File: config.mk
export PLATFORM = sky130hd
export DESIGN_NAME = mcw_front
export DESIGN_NICKNAME = d
export VERILOG_FILES = /design/src/rtl/mcw_pkg.sv /design/src/rtl/mcw_front.sv
export SDC_FILE = /design/constraint.sdc
export NUM_CORES = 1
export LEC_CHECK = 0
export BUFFER_PORTS_ARGS = -buffer_cell sky130_fd_sc_hd__buf_4
export CAP_MARGIN = 20
export CORE_ASPECT_RATIO = 0.9
export CORE_UTILIZATION = 40
export DETAILED_ROUTE_END_ITERATION = 8
export GPL_TIMING_DRIVEN = 0
export PLACE_DENSITY = 0.67
export REMOVE_ABC_BUFFERS = 1
export SYNTH_ARGS = -nofsm -noshare
export SYNTH_HDL_FRONTEND = slang
export SYNTH_SLANG_ARGS = --single-unit
export TNS_END_PERCENT = 1
File: constraint.sdc
create_clock -name clk -period 2.9 [get_ports clk]
set_clock_uncertainty 0.2 [all_clocks]
set_input_delay 0.29 -clock clk [delete_from_list [all_inputs] [get_ports clk]]
set_output_delay 0.29 -clock clk [all_outputs]
set_load 0.05 [all_outputs]
File: src/rtl/mcw_pkg.sv
// shared constants and types for the minimum covering window block
`default_nettype none
package mcw_pkg;
  localparam int MAX_TEXT   = 4096;
  localparam int ALPHABET   = 59;
  localparam int ADDR_W     = $clog2(MAX_TEXT);
  localparam int POS_W      = ADDR_W + 1;
  localparam int SLOT_W     = $clog2(ALPHABET + 1);
  localparam int CNT_W      = 13;
  localparam int OUT_W      = 12;
  localparam int SYM_W      = 7;
  localparam int SYM_BASE   = 64;
  localparam int NEED_LIMIT = 8191;
  localparam int QDEPTH     = 4;
  localparam int QPTR_W     = $clog2(QDEPTH);

  localparam logic [SLOT_W-1:0] SLOT_NONE = SLOT_W'(ALPHABET);

  typedef enum logic {ACT_PATTERN = 1'b0, ACT_TEXT = 1'b1} action_t;

  typedef struct packed {
    action_t             action;
    logic [SLOT_W-1:0]   slot;
    logic                last;
  } item_t;

  typedef enum logic [2:0] {
    ST_IDLE, ST_PAT, ST_TXT, ST_HRD, ST_HSYM, ST_HCHK, ST_BEST, ST_DONE
  } state_t;
endpackage
`default_nettype wire

File: src/rtl/mcw_front.sv
// front end: accepts words, maps symbols to table slots and queues them
`default_nettype none
module mcw_front (
  input  wire logic                          clk,
  input  wire logic                          rst_n,
  input  wire logic                          in_valid,
  output logic                               in_stall,
  input  wire logic                          in_action,
  input  wire logic [mcw_pkg::SYM_W-1:0]     in_symbol,
  input  wire logic                          in_last_text,
  output logic                               item_valid,
  output mcw_pkg::item_t                     item,
  input  wire logic                          item_pop
);
  mcw_pkg::item_t                  q_r [mcw_pkg::QDEPTH];
  logic [mcw_pkg::QPTR_W-1:0]      wr_r, wr_nxt, rd_r, rd_nxt;
  logic [mcw_pkg::QPTR_W:0]        cnt_r, cnt_nxt;
  mcw_pkg::item_t                  cls;
  logic                            push;

  always_comb begin
    cls.action = mcw_pkg::action_t'(in_action);
    cls.last   = in_last_text;
    if ((in_symbol >= mcw_pkg::SYM_W'(mcw_pkg::SYM_BASE)) &&
        (in_symbol < mcw_pkg::SYM_W'(mcw_pkg::SYM_BASE + mcw_pkg::ALPHABET))) begin
      cls.slot = mcw_pkg::SLOT_W'(in_symbol - mcw_pkg::SYM_W'(mcw_pkg::SYM_BASE));
    end else begin
      cls.slot = mcw_pkg::SLOT_NONE;
    end
  end

  assign in_stall   = (cnt_r == (mcw_pkg::QPTR_W+1)'(mcw_pkg::QDEPTH));
  assign push       = in_valid && !in_stall;
  assign item_valid = (cnt_r != '0);
  assign item       = q_r[rd_r];

  always_comb begin
    wr_nxt  = push ? wr_r + 1'b1 : wr_r;
    rd_nxt  = (item_pop && item_valid) ? rd_r + 1'b1 : rd_r;
    cnt_nxt = cnt_r + (mcw_pkg::QPTR_W+1)'(push)
              - (mcw_pkg::QPTR_W+1)'(item_pop && item_valid);
  end

  always_ff @(posedge clk) begin
    if (!rst_n) begin
      wr_r  <= '0;
      rd_r  <= '0;
      cnt_r <= '0;
    end else begin
      wr_r  <= wr_nxt;
      rd_r  <= rd_nxt;
      cnt_r <= cnt_nxt;
    end
  end

  always_ff @(posedge clk) begin
    if (push) begin
      q_r[wr_r] <= cls;
    end
  end
endmodule
`default_nettype wire

[Yosys cells after proc, flatten, opt, wreduce, memory -nomap -nowiden]
Memory sizes are Yosys's and may differ from the RTL's. A register that Yosys moved wholly into a read port is not among the register bits.
Index checks and enable logic that the tools add are counted.
Word-level totals
  register bits after elaboration: 7
  RAM bits: 32
  output and inout port bits: 10
  word-level logic and storage cells: 22
  memories kept: 1
Memory list
  q_r: depth 4, bits a word 8, rd ports 1, clocked after Yosys merged registers in 1, wr ports 1, RTL line mcw_front.sv:15  | mcw_pkg::item_t q_r [mcw_pkg::QDEPTH];
Cells by class
  add/subtract/negate cells: 5
  order comparisons: 2
  eq/ne operators: 1
  muxes and demuxes: 5
  reduce and logical (&&, ||, !) cells: 5
Operators by type and width (count)
  $ge A7 B7 Y1 const B: 1
  $lt A7 B7 Y1 const B: 1
  $mux W6: 1
  $sub A6 B1 Y6 const B: 1
  $add A2 B1 Y2 const B: 2
  $mux W2: 2
  $add A3 B1 Y3: 1
  $eq A3 B3 Y1 const B: 1
  $logic_and A1 B1 Y1: 3
  $reduce_bool A3 Y1: 1
  $sub A3 B1 Y3: 1
  $mux W1: 2
  $logic_not A1 Y1: 1

[Depth between registers and ports, before layout]
Gate-level depths: netlist of the first run.
  depth in word-level cells: 5
  gate-level depth with buffers: 12

[Worst setup path after synthesis of the first run]
Ideal clock, no wire load.
  path type: register to register
  from: reg cnt_r[1] (netlist bit)
  to: reg cnt_r[2] (netlist bit)
  setup time: 0.115 ns
  data arrival time: 2.607 ns
  required time: 2.585 ns
  setup slack: -0.022 ns
  stages on the path, launching flop included: 13
  buffers on the path: 1
  path through: dfxtp_1 nor3b_2 nor2b_1 buf_6 inv_1 ha_1 inv_1 ha_1 inv_1 fa_1 xnor2_1 xnor2_1 and2_1
Between the ends
  longest elaborated chain between the ends: 5
  elaborated cells on any way between the ends: 7
  those cells by class: add/sub (2); eq/ne (1); reduce/logical (4)
Ends and longest elaborated chain
  start, declared: RTL line mcw_front.sv:17  | logic [mcw_pkg::QPTR_W:0] cnt_r, cnt_nxt;
  start signal, assigned: RTL line mcw_front.sv:52  | cnt_r <= cnt_nxt;
  $eq A3 B3 Y1: RTL line mcw_front.sv:32  | assign in_stall = (cnt_r == (mcw_pkg::QPTR_W+1)'(mcw_pkg::QDEPTH));
  net in_stall: RTL line mcw_front.sv:7  | output logic in_stall,
  $logic_not A1 Y1: RTL line mcw_front.sv:33  | assign push = in_valid && !in_stall;
  $logic_and A1 B1 Y1: RTL line mcw_front.sv:33
  $add A3 B1 Y3: RTL line mcw_front.sv:40  | cnt_nxt = cnt_r + (mcw_pkg::QPTR_W+1)'(push)
  $sub A3 B1 Y3: RTL line mcw_front.sv:41  | - (mcw_pkg::QPTR_W+1)'(item_pop && item_valid);
The timed path passes the listed nets, and every way through them passes these cells.
A chain may end at the register's enable or synchronous reset.

[Worst setup path in the final report of the first run]
  from: reg cnt_r[1] (netlist bit)
  to: reg cnt_r[2] (netlist bit)
Between the ends
  longest elaborated chain between the ends: 5
  elaborated cells on any way between the ends: 7
  those cells by class: add/sub (2); eq/ne (1); reduce/logical (4)
Ends and longest elaborated chain (RTL line)
  $eq A3 B3 Y1: mcw_front.sv:32
  $logic_not A1 Y1: mcw_front.sv:33
  $logic_and A1 B1 Y1: mcw_front.sv:33
  $add A3 B1 Y3: mcw_front.sv:40
  $sub A3 B1 Y3 (*): mcw_front.sv:41
Mark *: on every way between the ends. The rest lies on a longest branch, timed or not.

==> results of run 1 <==
## power by group through the flow
stage / Combinational [mW] / Sequential (mW) / Clock, mW
global placement: 0.620 / 0.814 / 0
finish: 0.629 / 0.803 / 0.349
detailed placement: 0.634 / 0.818 / 0
CTS: 0.632 / 0.806 / 0.356
global route: 0.682 / 0.818 / 0.385
floorplan: 0.484 / 0.794 / 0
## how the worst max path moves through the flow
stage	cells after the start	slack, ns	to
finish	11	0.35	cnt_r[2]$_SDFF_PN0_
global route	11	0.13	cnt_r[2]$_SDFF_PN0_
CTS	11	0.20	cnt_r[2]$_SDFF_PN0_
detailed placement	11	0.22	cnt_r[2]$_SDFF_PN0_
global placement	11	0.28	cnt_r[2]$_SDFF_PN0_
floorplan	11	-0.05	cnt_r[2]$_SDFF_PN0_
## worst register-to-register path, delay by kind of cell, from the launching register on
family,cells,cell delay (ns)
XOR/XNOR,2,0.27
adder cells (fa/ha/maj),3,0.80
buffers and inverters,3,0.19
flip-flops,1,0.47
AND/OR/NAND/NOR,3,0.52
## synth_stat cells (2+ instances only)
master	number
xnor2_1	4
or2_2	2
ha_1	6
and2_1	7
dfxtp_1	9
nand2_1	4
inv_1	5
nand2b_1	3
edfxtp_1	32
nor2b_1	4
mux2i_1	2
mux4_2	8
## what timing repair did
action | 4_1_cts | 5_1_grt
hold buffers | 0 | 2
endpoints found under the hold margin | 0 | 7
endpoints found under the setup margin | 0 | 1
gates resized for setup | 0 | 1
## stage by stage
| step | instance area [um2] | util (%) | total power, mW |
|---|---|---|---|
| finish | 1990 | 49.0 | 1.78 |
| global route | 1990 | 49.0 | 1.88 |
| CTS | 1970 | 48.4 | 1.79 |
| detailed placement | 1890 | 46.4 | 1.45 |
| global placement | 1890 | 46.4 | 1.43 |
| floorplan | 1670 | - | 1.28 |
## flip-flops by register name, indices dropped and copies added (netlist names), named ones only
| name | cells |
|---|---|
| rd_r | 2 |
| cnt_r | 3 |
| wr_r | 2 |
| q_r | 32 |
## logic make-up (layout without fill, tap and decap cells)
family / count (synthesis) / in the layout / share of synthesized area, %
AO/OA/AOI/OAI: 4 / 4 / 1.70
XOR/XNOR: 4 / 4 / 2.07
adder cells (fa/ha/maj): 7 / 7 / 5.63
buffers and inverters: 9 / 37 / 2.52
flip-flops: 41 / 41 / 67.6
multiplexers: 10 / 10 / 11.9
AND/OR/NAND/NOR: 24 / 24 / 8.67
## layout make-up
type | instances | area, um2 | share of cell area [%]
multi-input combinational | 49 | 508 | 25.5
sequential | 41 | 1140 | 57.2
clock buffer | 7 | 76.3 | 3.83
tap | 48 | 60.1 | 3.01
inverter | 5 | 18.8 | 0.941
clock inverter | 1 | 5.00 | 0.251
timing repair buffer | 24 | 185 | 9.28
## routing by layer
layer  GRT usage (%)  part of all wire [%]  vias up
li1                -                     -      418
met1            14.8                    42      430
met2            21.8                    52       15
met3            5.28                   3.6        7
met4            6.12                   2.3        0
met5               0                     0        -
==> summary.txt, run 1 <==
Place
  • Dpl hpwl: 1740 um
  • Routability cong.: 0.756
  • Pre-CTS worst setup slack: 0.221 ns
  • Number of port buffers: 22
  • Placed insts: 165

Clock tree
  • CTS Buf Count: 5
  • Max clock buf depth: 2
  • Post-CTS Setup Inserts: 0
  • Clock Root Buffer: clkbuf_8
  • CTS clk-pin slew, worst paths: 0.07 ns
  • Clock latency on the worst-skew pair: 0.28 ns
  • CTS tree: built
  • Clk sink count: 41
  • Htree depth: 2

Setup path
  • Arrival time worst endpoint: 2.54 ns
  • R2r setup slk: 0.35 ns
  • Crit Reg-Reg Startpoint: cnt_r[1]$_SDFF_PN0_
  • Reg2Reg Depth: 11
  • CP startpoint kind: flop
  • CP Buf/Inv Count: 3
  • Top delay family on crit path: adder cells
  • Crit path kind: flop to flop
  • R2r endpoint: cnt_r[2]$_SDFF_PN0_
  • Crit-path cells: nor3b_2, nor2b_2, inv_1, ha_1, inv_1, ha_1, inv_1, fa_1, xnor2_1, xnor2_1, and2_1
  • Most used cell, CP: inv_1
  • Critical path required time: 2.88 ns
  • Slowest cell on the critical path: dfxtp_1
  • Crit-path max FO: 7
  • Crit. End Element: flop
  • CP Launch Point: cnt_r[1]$_SDFF_PN0_
  • CP max stage delay: 0.47 ns

GRT
  • Total grt overflow: 0
  • Initial antenna violation count: 0
  • Largest net degree at the start of global routing: 13
  • Vias in the first global route: 868
  • First-pass GRT wire length: 4170 um
  • Tot GR Track Use: 13.1%

Yosys
  • Mapped cell area: 1690 um2
  • Avg Inst Size Synth: 17.1 um2
  • Share of the synthesized area in the top cell type: 56.9%
  • Async set or reset register ratio after synthesis: 0%
  • Ys Warns: 0
  • Post-synthesis sequential area ratio: 67.6%
  • Seq cells post-synth: 41
  • Top FF cell, synth: edfxtp_1
  • Largest area contributor in the netlist: edfxtp_1
  • EDFF count, synth: 32
  • Number of distinct library cells after synthesis: 25
  • Synth area leaders: edfxtp_1 57%, dfxtp_1 11%, mux4_2 11%, ha_1 4.4%, and2_1 2.6%
  • Syn Inst Count: 99

Pwr
  • Switch Pwr: 629 uW
  • Sequential power share: 45.1%
  • Pwr dens: 893 nW/um2
  • Clock power share: 19.6%
  • Pleak: 0.715 nW
  • Sw Share: 35.3%
  • Comb power frac: 35.3%
  • Power Internal: 1.15 mW
  • VDD IR max: 0.000225 V

STA
  • Fin Hold WS: 0.0816 ns
  • Fin worst setup slack: 0.348 ns
  • Post-layout min period: 2.55 ns
  • Worst-Margin Slew: 0.551 ns
  • Slew HR: 63.2%
  • Count of final setup violators: 0
  • Period utilization: 88.0%
  • Setup TNS: 0 ns
  • Final Hold Viols: 0
  • RSZ-0062 raised after global routing: false
  • Final slew viol count: 0
  • Peak Freq: 392 MHz

Die
  • Initial Util: 41.5%
  • Die W: 70.5 um
  • Die area: 4490 um2
  • Die height: 63.7 um
  • I/O Pins: 23
  • Number of cell rows: 22
  • Core ar.: 4070 um2

Worst hold path
  • Hold_sp: rst_n
  • Worst min path class: input pin to flop
  • Hold path endpoint: cnt_r[2]$_SDFF_PN0_
  • Hold Path Stages: 2

Detailed routing
  • Avg Vias per Cell: 4.97
  • TritonRoute pass-1 iters: 6
  • Starting DRT DRC Count: 65
  • Final wirelength: 2510 um
  • Avg WL per Cell: 14.4 um
  • Final ANT Viol Nets: 0
  • Vias: 870
  • DRC: 2

Layout
  • Non-Filler Instances: 175
  • Share of cells above drive strength 1: 33.1%
  • Syn-to-layout area delta: 18.1%
  • Most common cell after layout, fill and taps aside: edfxtp_1
  • Commonest non-fill, non-tap cells in the layout: 32 x edfxtp_1, 22 x buf_4, 9 x dfxtp_1
  • Antenna Cells: 0
  • Nets: 146
  • # fillers: 341

Run status
  • Failing checks: design-rule violations
  • Outcome: complete, but fails checks

Flow run
  • Max_cap viols: 0
(Power assumes the default switching activity.)
==> run 2: changes to the inputs <==
- clock period: 2.9 -> 2.5 ns (I/O delays scaled with it)
==> summary.txt, run 2 (synthesis results as in run 1) <==
Run status
  • Outcome: complete, but fails checks (unchanged)
  • Failing checks: design-rule violations (unchanged)

GRT
  • Initial antenna violation count: 0 (unchanged)
  • Total grt overflow: 0 (unchanged)
  • Tot GR Track Use: 13.2% (was 13.1%)
  • Vias in the first global route: 888 (was 868)
  • First-pass GRT wire length: 4190 um (was 4170 um)
  • Largest net degree at the start of global routing: 13 (unchanged)

STA
  • Final Hold Viols: 0 (unchanged)
  • RSZ-0062 raised after global routing: false (unchanged)
  • Peak Freq: 428 MHz (was 392 MHz)
  • Worst-Margin Slew: 0.551 ns (about the same)
  • Setup TNS: 0 ns (unchanged)
  • Fin worst setup slack: 0.162 ns (was 0.348 ns)
  • Post-layout min period: 2.34 ns (was 2.55 ns)
  • Count of final setup violators: 0 (unchanged)
  • Final slew viol count: 0 (unchanged)
  • Slew HR: 63.2% (about the same)
  • Fin Hold WS: 0.0422 ns (was 0.0816 ns)
  • Period utilization: 93.5% (was 88.0%)

Layout
  • Antenna Cells: 0 (unchanged)
  • Most flop-heavy register: q_r (unchanged)
  • Non-Filler Instances: 176 (was 175)
  • Share of cells above drive strength 1: 36.7% (was 33.1%)
  • Final Util: 49.6% (was 49.0%)
  • Most common cell after layout, fill and taps aside: edfxtp_1 (unchanged)
  • Biggest regs: q_r: 32 flops, cnt_r: 3 flops (unchanged)
  • Commonest non-fill, non-tap cells in the layout: 32 x edfxtp_1, 23 x buf_4, 8 x mux4_2 (was 32 x edfxtp_1, 22 x buf_4, 9 x dfxtp_1)
  • Syn-to-layout area delta: 19.6% (was 18.1%)
  • Nets: 147 (was 146)
  • Max reg flops: 32 (unchanged)

Setup path
  • Arrival time worst endpoint: 2.32 ns (was 2.54 ns)
  • Crit. End Element: flop (unchanged)
  • Crit Reg-Reg Startpoint: cnt_r[1]$_SDFF_PN0_ (unchanged)
  • Crit path kind: flop to flop (unchanged)
  • CP startpoint kind: flop (unchanged)
  • Crit-path max FO: 6 (was 7)
  • CP Launch Point: cnt_r[1]$_SDFF_PN0_ (unchanged)
  • Critical path required time: 2.48 ns (was 2.88 ns)
  • Reg2Reg Depth: 9 (was 11)

Clock tree
  • CTS clk-pin slew, worst paths: 0.07 ns (about the same)
  • Clk sink count: 41 (unchanged)
  • Max clock buf depth: 2 (unchanged)
  • Htree depth: 2 (unchanged)
  • CTS Buf Count: 5 (unchanged)
  • Clock Root Buffer: clkbuf_8 (unchanged)
  • Clock latency on the worst-skew pair: 0.28 ns (about the same)
  • CTS tree: built (unchanged)

Pwr
  • VDD IR max: 0.000276 V (was 0.000225 V)
  • Pleak: 0.724 nW (was 0.715 nW)
  • Pwr dens: 1040 nW/um2 (was 893 nW/um2)

Detailed routing
  • Vias: 874 (was 870)
  • Avg Vias per Cell: 4.97 (about the same)
  • Starting DRT DRC Count: 72 (was 65)
  • Final wirelength: 2550 um (was 2510 um)
  • Final ANT Viol Nets: 0 (unchanged)
  • Avg WL per Cell: 14.5 um (was 14.4 um)
  • DRC: 2 (unchanged)
  • TritonRoute pass-1 iters: 6 (unchanged)

Place
  • Dpl hpwl: 1740 um (unchanged)
  • Number of port buffers: 22 (unchanged)
  • Pre-CTS worst setup slack: -0.179 ns (was 0.221 ns)
  • Routability cong.: 0.756 (unchanged)
  • Placed insts: 165 (unchanged)

Die
  • Number of cell rows: 22 (unchanged)
  • Die height: 63.7 um (unchanged)
  • Initial Util: 41.5% (unchanged)
  • Die area: 4490 um2 (unchanged)
  • I/O Pins: 23 (unchanged)
  • Die W: 70.5 um (unchanged)
  • Core ar.: 4070 um2 (unchanged)

Flow run
  • Max_cap viols: 0 (unchanged)

Worst hold path
  • Worst min path class: input pin to flop (unchanged)
  • Hold_sp: rst_n (unchanged)
  • Hold Path Stages: 2 (unchanged)
run 2: what timing repair did:
action	4_1_cts	5_1_grt
hold buffers	2	0
setup buffers	1	0
gates resized for setup	2	4
endpoints found under the setup margin	1	1
hold endpoints to repair	8	0
run 2: final cells by class:
class / instances / area (um2)
inverter: 5 / 18.8
clock buffer: 7 / 76.3
fill: 343 / 2050
timing repair buffer: 25 / 193
tap: 48 / 60.1
sequential: 41 / 1140
multi-input combinational: 49 / 524
clock inverter: 1 / 5.00
run 2: routing by layer:
metal	vias up	GRT usage, %	wire length (um)
li1	420	-	-
met1	432	14.9	1080
met2	15	22.0	1320
met3	7	5.28	91
met4	0	6.12	57
met5	-	0	0
run 2: where the power goes:
part	internal (mW)	leakage (nW)	total, mW	switching, mW
logic	0.326	0.320	0.758	0.432
registers	0.840	0.361	0.943	0.103
clock network	0.196	0.0422	0.405	0.210
run 2: stage by stage:
step / power, mW / cell area [um2]
6_report: 2.11 / 2020
5_1_grt: 2.23 / 2020
4_1_cts: 2.09 / 2000
3_5_place_dp: 1.68 / 1890
3_3_place_gp: 1.66 / 1890
2_1_floorplan: 1.48 / 1670
run 2: worst paths after layout:
| check | slack (ns) | endpoint |
|---|---|---|
| min reg2reg | 0.31 | wr_r[1]$_SDFFE_PN0P_ |
| max | 0.16 | cnt_r[2]$_SDFF_PN0_ |
| min | 0.04 | cnt_r[2]$_SDFF_PN0_ |
| max reg2reg | 0.16 | cnt_r[2]$_SDFF_PN0_ |
run 2: critical path, cell delays in order, from the launching register on:
cell and delay [ns]:
dfxtp_2 0.37, o31a_2 0.38, ha_1 0.28, inv_1 0.06, ha_1 0.13, inv_1 0.05, fa_2 0.35, xnor2_2 0.14
xnor2_1 0.12, and2_1 0.15
